**config.mk**
```make
export PLATFORM = sky130hd
export DESIGN_NAME = cumulative_average_2d
export DESIGN_NICKNAME = d
export VERILOG_FILES = /design/src/rtl/cavg_pkg.sv /design/src/rtl/cavg_mul.sv /design/src/rtl/cavg_div.sv /design/src/rtl/cumulative_average_2d.sv
export SDC_FILE = /design/constraint.sdc
export NUM_CORES = 1
export LEC_CHECK = 0
export ABC_AREA = 1
export BUFFER_PORTS_ARGS = -buffer_cell sky130_fd_sc_hd__buf_2
export CAP_MARGIN = 10
export CORE_ASPECT_RATIO = 1.1
export CORE_MARGIN = 2
export CORE_UTILIZATION = 60
export DETAILED_ROUTE_END_ITERATION = 6
export PLACE_DENSITY = 0.77
export SYNTH_ARGS = -nofsm -noshare
export SYNTH_HDL_FRONTEND = slang
export SYNTH_HIERARCHICAL = 1
export SYNTH_SLANG_ARGS = --single-unit
```
**constraint.sdc**
```tcl
create_clock -name aclk -period 7.5 [get_ports aclk]
set_input_delay 1.5 -clock aclk [delete_from_list [all_inputs] [get_ports aclk]]
set_output_delay 1.5 -clock aclk [all_outputs]
set_load 0.1 [all_outputs]
```
**src/rtl/cavg_pkg.sv**
```systemverilog
// shared widths, control struct and state codes for the cumulative average block
package cavg_pkg;

    localparam int SAMPLE_WIDTH = 16;
    localparam int COUNT_WIDTH  = 16;
    localparam int NUM_WIDTH    = SAMPLE_WIDTH + COUNT_WIDTH + 1;
    localparam int DEN_WIDTH    = COUNT_WIDTH + 1;
    localparam int STEP_WIDTH   = $clog2(NUM_WIDTH);
    localparam int TDATA_IN_WIDTH  = ((2 * SAMPLE_WIDTH + 7) / 8) * 8;
    localparam int TDATA_OUT_WIDTH = ((2 * SAMPLE_WIDTH + COUNT_WIDTH + 7) / 8) * 8;

    localparam logic [COUNT_WIDTH-1:0] COUNT_MAX = {COUNT_WIDTH{1'b1}};
    localparam logic [STEP_WIDTH-1:0]  MUL_LAST  = STEP_WIDTH'(COUNT_WIDTH - 1);
    localparam logic [STEP_WIDTH-1:0]  DIV_LAST  = STEP_WIDTH'(NUM_WIDTH - 1);

    typedef struct packed {
        logic mul_load;
        logic mul_step;
        logic div_load;
        logic div_step;
    } cavg_ctl_t;

    typedef enum logic [4:0] {
        ST_IDLE = 5'b00001,
        ST_MUL  = 5'b00010,
        ST_PREP = 5'b00100,
        ST_DIV  = 5'b01000,
        ST_FIN  = 5'b10000
    } cavg_state_t;

endpackage

```
**src/rtl/cavg_mul.sv**
```systemverilog
// bit-serial shift-add multiplier: numerator = sample + count * mean
module cavg_mul
    import cavg_pkg::*;
(
    input  logic                           aclk,
    input  cavg_ctl_t                      ctl,
    input  logic signed [SAMPLE_WIDTH-1:0] sample,
    input  logic signed [SAMPLE_WIDTH-1:0] mean,
    input  logic        [COUNT_WIDTH-1:0]  count,
    output logic signed [NUM_WIDTH-1:0]    num
);

    logic signed [NUM_WIDTH-1:0]   acc_reg;
    logic signed [NUM_WIDTH-1:0]   mcand_reg;
    logic        [COUNT_WIDTH-1:0] mplier_reg;

    always_ff @(posedge aclk) begin
        if (ctl.mul_load) begin
            acc_reg    <= NUM_WIDTH'(sample);
            mcand_reg  <= NUM_WIDTH'(mean);
            mplier_reg <= count;
        end else if (ctl.mul_step) begin
            if (mplier_reg[0]) begin
                acc_reg <= acc_reg + mcand_reg;
            end
            mcand_reg  <= mcand_reg <<< 1;
            mplier_reg <= mplier_reg >> 1;
        end
    end

    assign num = acc_reg;

endmodule

```
**src/rtl/cavg_div.sv**
```systemverilog
// restoring divider, one quotient bit per cycle, truncates toward zero
module cavg_div
    import cavg_pkg::*;
(
    input  logic                           aclk,
    input  cavg_ctl_t                      ctl,
    input  logic signed [NUM_WIDTH-1:0]    num,
    input  logic        [DEN_WIDTH-1:0]    den,
    output logic signed [SAMPLE_WIDTH-1:0] quo
);

    logic [NUM_WIDTH-1:0] dvd_reg;
    logic [DEN_WIDTH-1:0] rem_reg;
    logic                 neg_reg;
    logic [NUM_WIDTH-1:0] num_mag;
    logic [DEN_WIDTH:0]   shifted;
    logic [DEN_WIDTH+1:0] diff;
    logic [SAMPLE_WIDTH-1:0] q_low;

    assign num_mag = num[NUM_WIDTH-1] ? (~num + NUM_WIDTH'(1)) : num;
    assign shifted = {rem_reg, dvd_reg[NUM_WIDTH-1]};
    assign diff    = {1'b0, shifted} - {2'b00, den};

    always_ff @(posedge aclk) begin
        if (ctl.div_load) begin
            dvd_reg <= num_mag;
            rem_reg <= '0;
            neg_reg <= num[NUM_WIDTH-1];
        end else if (ctl.div_step) begin
            if (!diff[DEN_WIDTH+1]) begin
                rem_reg <= diff[DEN_WIDTH-1:0];
                dvd_reg <= {dvd_reg[NUM_WIDTH-2:0], 1'b1};
            end else begin
                rem_reg <= shifted[DEN_WIDTH-1:0];
                dvd_reg <= {dvd_reg[NUM_WIDTH-2:0], 1'b0};
            end
        end
    end

    assign q_low = dvd_reg[SAMPLE_WIDTH-1:0];
    assign quo   = neg_reg ? signed'(~q_low + SAMPLE_WIDTH'(1)) : signed'(q_low);

endmodule

```
**src/rtl/cumulative_average_2d.sv**
```systemverilog
// top level: cumulative average of 2-d samples with serial multiply and divide
// flow: a first sample or a restart goes from accept straight to the update;
//   otherwise accept, multiply, divider load, divide, then update
// one item at a time: no new sample is accepted until the update of the last,
//   which waits on the shift-add multiplier, the restoring divider and m_tready
// reset: synchronous active-low aresetn clears means, count and handshake state
module cumulative_average_2d
    import cavg_pkg::*;
(
    input  logic                       aclk,
    input  logic                       aresetn,
    input  logic                       s_tvalid,
    output logic                       s_tready,
    input  logic [TDATA_IN_WIDTH-1:0]  s_tdata,   // sample_x, sample_y
    input  logic                       s_tuser,   // restart
    output logic                       m_tvalid,
    input  logic                       m_tready,
    output logic [TDATA_OUT_WIDTH-1:0] m_tdata    // mean_x, mean_y, samples_seen
);

    cavg_state_t state_reg, state_next;
    logic [STEP_WIDTH-1:0]  step_reg, step_next;
    logic                   m_tvalid_reg, m_tvalid_next;
    logic                   direct_reg, direct_next;
    logic signed [SAMPLE_WIDTH-1:0] mean_x_reg, mean_x_next;
    logic signed [SAMPLE_WIDTH-1:0] mean_y_reg, mean_y_next;
    logic [COUNT_WIDTH-1:0] count_reg, count_next;
    logic signed [SAMPLE_WIDTH-1:0] smp_x_reg, smp_y_reg;

    logic signed [SAMPLE_WIDTH-1:0] in_x, in_y;
    logic signed [NUM_WIDTH-1:0]    num_x, num_y;
    logic signed [SAMPLE_WIDTH-1:0] quo_x, quo_y;
    logic [DEN_WIDTH-1:0]           den;
    logic                           accept;
    cavg_ctl_t                      ctl;

    assign in_x   = signed'(s_tdata[SAMPLE_WIDTH-1:0]);
    assign in_y   = signed'(s_tdata[2*SAMPLE_WIDTH-1:SAMPLE_WIDTH]);
    assign den    = DEN_WIDTH'(count_reg) + DEN_WIDTH'(1);
    assign accept = s_tvalid && s_tready;

    cavg_mul u_mul_x (
        .aclk   (aclk),
        .ctl    (ctl),
        .sample (in_x),
        .mean   (mean_x_reg),
        .count  (count_reg),
        .num    (num_x)
    );

    cavg_mul u_mul_y (
        .aclk   (aclk),
        .ctl    (ctl),
        .sample (in_y),
        .mean   (mean_y_reg),
        .count  (count_reg),
        .num    (num_y)
    );

    cavg_div u_div_x (
        .aclk (aclk),
        .ctl  (ctl),
        .num  (num_x),
        .den  (den),
        .quo  (quo_x)
    );

    cavg_div u_div_y (
        .aclk (aclk),
        .ctl  (ctl),
        .num  (num_y),
        .den  (den),
        .quo  (quo_y)
    );

    always_comb begin
        state_next    = state_reg;
        step_next     = step_reg;
        direct_next   = direct_reg;
        mean_x_next   = mean_x_reg;
        mean_y_next   = mean_y_reg;
        count_next    = count_reg;
        m_tvalid_next = m_tvalid_reg && !m_tready;
        ctl           = '0;
        s_tready      = 1'b0;
        unique case (state_reg)
            ST_IDLE: begin
                s_tready = 1'b1;
                if (s_tvalid) begin
                    if (s_tuser || count_reg == '0) begin
                        direct_next = 1'b1;
                        state_next  = ST_FIN;
                    end else begin
                        direct_next  = 1'b0;
                        ctl.mul_load = 1'b1;
                        step_next    = MUL_LAST;
                        state_next   = ST_MUL;
                    end
                end
            end
            ST_MUL: begin
                ctl.mul_step = 1'b1;
                step_next    = step_reg - STEP_WIDTH'(1);
                if (step_reg == '0) begin
                    state_next = ST_PREP;
                end
            end
            ST_PREP: begin
                ctl.div_load = 1'b1;
                step_next    = DIV_LAST;
                state_next   = ST_DIV;
            end
            ST_DIV: begin
                ctl.div_step = 1'b1;
                step_next    = step_reg - STEP_WIDTH'(1);
                if (step_reg == '0) begin
                    state_next = ST_FIN;
                end
            end
            ST_FIN: begin
                if (!m_tvalid_reg || m_tready) begin
                    if (direct_reg) begin
                        mean_x_next = smp_x_reg;
                        mean_y_next = smp_y_reg;
                        count_next  = COUNT_WIDTH'(1);
                    end else begin
                        mean_x_next = quo_x;
                        mean_y_next = quo_y;
                        if (count_reg != COUNT_MAX) begin
                            count_next = count_reg + COUNT_WIDTH'(1);
                        end
                    end
                    m_tvalid_next = 1'b1;
                    state_next    = ST_IDLE;
                end
            end
            default: begin
                state_next = ST_IDLE;
            end
        endcase
    end

    always_ff @(posedge aclk) begin
        if (!aresetn) begin
            state_reg    <= ST_IDLE;
            step_reg     <= '0;
            m_tvalid_reg <= 1'b0;
            direct_reg   <= 1'b0;
            mean_x_reg   <= '0;
            mean_y_reg   <= '0;
            count_reg    <= '0;
        end else begin
            state_reg    <= state_next;
            step_reg     <= step_next;
            m_tvalid_reg <= m_tvalid_next;
            direct_reg   <= direct_next;
            mean_x_reg   <= mean_x_next;
            mean_y_reg   <= mean_y_next;
            count_reg    <= count_next;
        end
    end

    always_ff @(posedge aclk) begin
        if (accept) begin
            smp_x_reg <= in_x;
            smp_y_reg <= in_y;
        end
    end

    assign m_tvalid = m_tvalid_reg;
    assign m_tdata  = TDATA_OUT_WIDTH'({count_reg, mean_y_reg, mean_x_reg});

    a_count_nonzero: assert property (@(posedge aclk) disable iff (!aresetn)
        m_tvalid |-> count_reg != '0)
        else $error("result shown with zero count");

    a_busy_after_accept: assert property (@(posedge aclk) disable iff (!aresetn)
        accept |=> !s_tready)
        else $error("input ready right after accept");

    a_result_from_fin: assert property (@(posedge aclk) disable iff (!aresetn)
        $rose(m_tvalid_reg) |-> $past(state_reg == ST_FIN))
        else $error("result raised outside final state");

    a_state_held_while_busy: assert property (@(posedge aclk) disable iff (!aresetn)
        (state_reg == ST_MUL || state_reg == ST_DIV || state_reg == ST_PREP)
        |=> $stable(count_reg) && $stable(mean_x_reg))
        else $error("running state changed mid-item");

endmodule

```
# Word-level counts from Yosys, hierarchy flattened

Cells that the tools add are included.

Logic and storage cells: 118
Output and inout bits: 50
Flip-flop bits (word level): 359
Input port bits: 37

Bitwise operators: 4
Reduce and logical (&&, ||, !) cells: 22
Add/subtract/negate cells: 11
Multiplexer cells: 49
Equality and inequality tests: 11

Operators with widths:

| kind                                                                   | count |
|---|---|
| 33-bit two-way mux                                                     | 16 |
| 16-bit two-way mux                                                     | 10 |
| 33-bit by 2-bit adder with 33-bit output (second input constant)       | 2 |
| 33-bit adder                                                           | 2 |
| 33-bit inverter                                                        | 2 |
| 16-bit by 1-bit adder with 16-bit output (second input constant)       | 3 |
| 18-bit by 17-bit subtractor with 19-bit output                         | 2 |
| 17-bit two-way mux                                                     | 2 |
| 16-bit inverter                                                        | 2 |
| 5-bit two-way mux                                                      | 5 |
| 5-bit one-hot mux with 5 select lines                                  | 1 |
| 6-bit one-hot mux with 3 select lines                                  | 1 |
| 16-bit by 1-bit adder with 17-bit output (second input constant)       | 1 |
| 16-bit zero test                                                       | 1 |
| 16-bit inequality test (second input constant)                         | 1 |
| 1-bit two-way mux                                                      | 12 |
| 6-bit two-way mux                                                      | 2 |
| 2-bit inequality test (second input constant)                          | 5 |
| 2-bit nonzero test                                                     | 5 |
| 2-bit AND reduction                                                    | 4 |
| 6-bit zero test                                                        | 1 |
| 3-bit AND reduction                                                    | 2 |
| 6-bit by 1-bit subtractor with 6-bit output (second input constant)    | 1 |
| 5-bit by 1-bit equality test with 1-bit output (second input constant) | 1 |
| other kinds (10)                                                       | 13 |

# Longest topological paths before layout

Depth in word-level cells: 7
Mapped depth: 19
Depth with buffers taken out: 19

# By module

The synthesis kept the hierarchy.

By module, submodules not included:

| module                | cells each | area each (um^2) | seq. area each (um^2) | instances |
|---|---|---|---|---|
| cavg_mul              | 828        | 5811.8           | 2462.4                | 2 |
| cavg_div at u_div_y   | 756        | 4777.1           | 1361.3                | 1 |
| cavg_div at u_div_x   | 753        | 4764.6           | 1361.3                | 1 |
| cumulative_average_2d | 515        | 4150.2           | 2182.1                | 1 |

# Worst setup path before layout

Ideal clock, no wire load.

Kind: input to register
From: in s_tvalid
To: reg u_mul_x.acc_reg[0], in the netlist u_mul_x/num[0], enable pin
Setup slack: 2.193 ns
Stages on the path: 8
Data required time: 7.109 ns
Setup time: 0.391 ns
Path buffers: 2
Arrival time: 4.916 ns
Cell sequence: inv_1 nor2_1 nand3_1 inv_1 clkbuf_1 inv_2 clkbuf_1 nand2_1

RTL lines:

| item                 | RTL line                    | source |
|---|---|---|
| from (decl)          | cumulative_average_2d.sv:12 | `input logic s_tvalid,` |
| to (signal assigned) | cavg_mul.sv:19              | `acc_reg <= NUM_WIDTH'(sample);` |
| to (signal assigned) | cavg_mul.sv:24              | `acc_reg <= acc_reg + mcand_reg;` |
| to (decl)            | cavg_mul.sv:13              | `logic signed [NUM_WIDTH-1:0] acc_reg;` |

==> results_dict.tcl <==
set metrics [dict create \
    instances_no_fill 4327 \
    place_hpwl_um 49600 \
    finalHoldViolations 0 \
    grt_use_total 0.311 \
    numClockSinks 359 \
    hold_class "register to register" \
    dr.pass1.iters 6 \
    final_max_slew_viol_count 0 \
    dp.cells 4253 \
    cts_tree "yes" \
    power_leakage_nw 13.9 \
    setup_violations 0 \
    antenna_found_initial 1 \
    synth-warning-count 6 \
    start_util 0.610 \
    routedWlPerCell_um 15.5 \
    chipHeight_um 219 \
    grt_pass1_vias 21900 \
    crit_path_start_kind "primary input" \
    ys_ff_latch 359 \
    gr-total-overflow 0 \
    fmax_ghz 0.236 \
    synth_edf_count 264 \
    path_class "primary input to register" \
    power.switching_mw 2.67 \
    crit_fanout 79 \
    die_x_um 200 \
    die_area_sq_um 43900 \
    coreArea_sq_um 41500 \
    clkPwrFrac 0.290 \
    drive_gt1_frac 0.0722 \
    setup_tns_ns 0 \
    cts-resized-gates 0 \
    cts_root_buffer "clkbuf_16" \
    postLayoutCoreUtil 0.663 \
    synth_seq_area_share 0.388 \
    place_congestion 0.975 \
    routed_via_density 5.38 \
    power_frac_comb 0.340 \
    power_frac_seq 0.371 \
    insertion_delay_ns 0.57 \
    cts_setup_buffers 0 \
    reg2reg_depth 9 \
    ios 87 \
    cell_internal_pwr_mw 4.38 \
    grt_max_degree 80 \
    cts_htree_levels 2 \
    whs_path_depth 2 \
    drt_iter0_drc 2099 \
    status "completed" \
    maxCapViolations 0 \
    area_growth_pct 8.60 \
    required_ns 7.90 \
    fin_hold_ws_ns 0.469 \
    wl_um 67300 \
    netlist_area_sq_um 25300 \
    period_share 0.564 \
    power.total_mw 7.05 \
    num-fill-cells 3698 \
    vias 23300 \
    switching_share 0.379 \
    antenna_left 0 \
    cts_buffer_depth 3 \
    synthesis.nets 3827 \
    fin_crit_ns 4.23 \
    ys.flop_type "edfxtp_1" \
    avgSynthCellArea_sq_um 6.88 \
    rows 78 \
    synth-async-reset-ratio 0 \
    ctsHoldBuffers 0 \
    synth_cells 3680 \
    io_buffers 86 \
    cts-buffers-inserted 39 \
    finClkSkew_ns 0.0300 \
    ir_drop_mv 0.150 \
    final_nets 3882 \
    grt_pass1_wl_um 108000 \
    synthDistinctLibCells 48 \
    rsz0062_at_grt "false" \
    power_density_nw_per_um2 256 \
    max_slew_margin 0.287 \
    tightest_slew_ns 1.07 \
    cts.clk_slew.worst_paths_ns 0.06 \
    end_kind "register" \
    cp.arrival_ns 4.63 \
    remaining_drc_errors 0 \
]
## worst max-delay path, stage by stage
cell and delay (ns):
buf_2 0.09, inv_1 0.05, nor2_4 0.09, buf_4 0.45, nand3_1 0.40, inv_4 0.69
buf_4 0.51, nand2_1 0.55, nand2_1 0.22
## metrics by stage
step	setup WS (ns)	cell area [sq um]
final	3.27	27500
after global routing	3.02	27500
after CTS	3.33	27500
after detailed placement	2.75	26100
after global placement	2.84	26100
after floorplan	2.19	25300
## final cells by class
type                            instances  area [sq um]  area share
Antenna cell                            1          2.50   0.0000910
Clock buffer                           55          1110      0.0403
Clock inverter                         17           230     0.00837
Inverter                              544          2050      0.0745
Multi-Input combinational cell       2685         13000       0.473
Sequential cell                       359          9830       0.358
Tap cell                              560           701      0.0255
Timing Repair Buffer                  106           584      0.0213
## layer usage
layer  vias to the layer above  global-route usage  routed length (um)
met3                       109              0.0323                3950
met1                     10600               0.400               28800
met2                       745               0.537               32400
met4                         0               0.120                2120
li1                      11800                   -                   -
met5                         -                   0                   0
## synth_stat cells (3+ instances only)
library cell,instances,area [sq um]
dfxtp_1,95,1900
nor3_1,13,65.1
buf_6,4,45.0
nand3_1,259,1300
nor2_1,280,1050
buf_2,21,105
fa_1,4,80.1
nor2_2,11,68.8
nand2_2,30,188
o21ai_1,13,65.1
buf_4,9,67.6
and2_1,8,50.1
nand3_2,16,160
edfxtp_1,264,7930
a31oi_1,45,282
xnor2_1,33,289
o31ai_1,4,30.0
nor2_4,3,33.8
or2_2,16,100
nand2_1,1461,5480
ha_1,106,1330
xor2_1,55,482
o21bai_1,6,45.0
buf_1,4,15.0
a21oi_2,6,52.6
o21ai_0,133,666
nor4_1,8,50.1
o211ai_1,5,37.5
nand3b_1,22,165
a21oi_1,82,410
clkbuf_1,51,191
inv_1,539,2020
nand4_1,45,282
inv_2,4,15.0
nand2_4,6,67.6
## logic make-up (layout without fill, tap and decap cells)
| logic type | Yosys count | count (layout) | share of synthesized area |
|---|---|---|---|
| fa+ha+maj | 110 | 110 | 0.0556 |
| other cells | 0 | 1 | 0 |
| flops | 359 | 359 | 0.388 |
| compound gates | 301 | 301 | 0.0656 |
| simple gates | 2186 | 2186 | 0.361 |
| xor+xnor | 88 | 88 | 0.0304 |
| buf+inv | 636 | 722 | 0.0990 |
## path summary, 6_finish.rpt
| kind | start | to | slack [ns] |
|---|---|---|---|
| max reg2reg | state_reg[2]$_SDFFE_PN0P_ | u_mul_x/num[21]$_DFFE_PP_ | 3.62 |
| max | s_tvalid | u_mul_x/num[21]$_DFFE_PP_ | 3.27 |
| min | u_div_y/rem_reg[7]$_SDFFE_PP0P_ | u_div_y/rem_reg[7]$_SDFFE_PP0P_ | 0.47 |
| min reg2reg | u_div_y/rem_reg[7]$_SDFFE_PP0P_ | u_div_y/rem_reg[7]$_SDFFE_PP0P_ | 0.47 |
## cells in the final DEF, fill, tap and decap left out, types with 8 or more instances in the layout
cell type	instances
a21oi_1	82
a31oi_1	45
and2_1	8
buf_2	86
buf_4	19
clkbuf_1	10
clkbuf_16	40
dfxtp_1	95
edfxtp_1	264
ha_1	106
inv_1	536
nand2_1	1461
nand2_2	30
nand3_1	259
nand3_2	16
nand3b_1	22
nand4_1	45
nor2_1	279
nor2_2	10
nor3_1	13
nor4_1	8
o21ai_0	133
o21ai_1	13
or2_2	16
xnor2_1	33
xor2_1	55
## power groups by stage
stage / sequential [mW] / combinational [mW] / clock, mW
floorplan: 2.73 / 1.72 / 0
global placement: 2.65 / 2.31 / 0
detailed placement: 2.65 / 2.36 / 0
CTS: 2.61 / 2.37 / 2.06
global route: 2.63 / 2.69 / 2.14
finish: 2.61 / 2.39 / 2.04
Note: power is estimated with default switching activity, not from simulation.
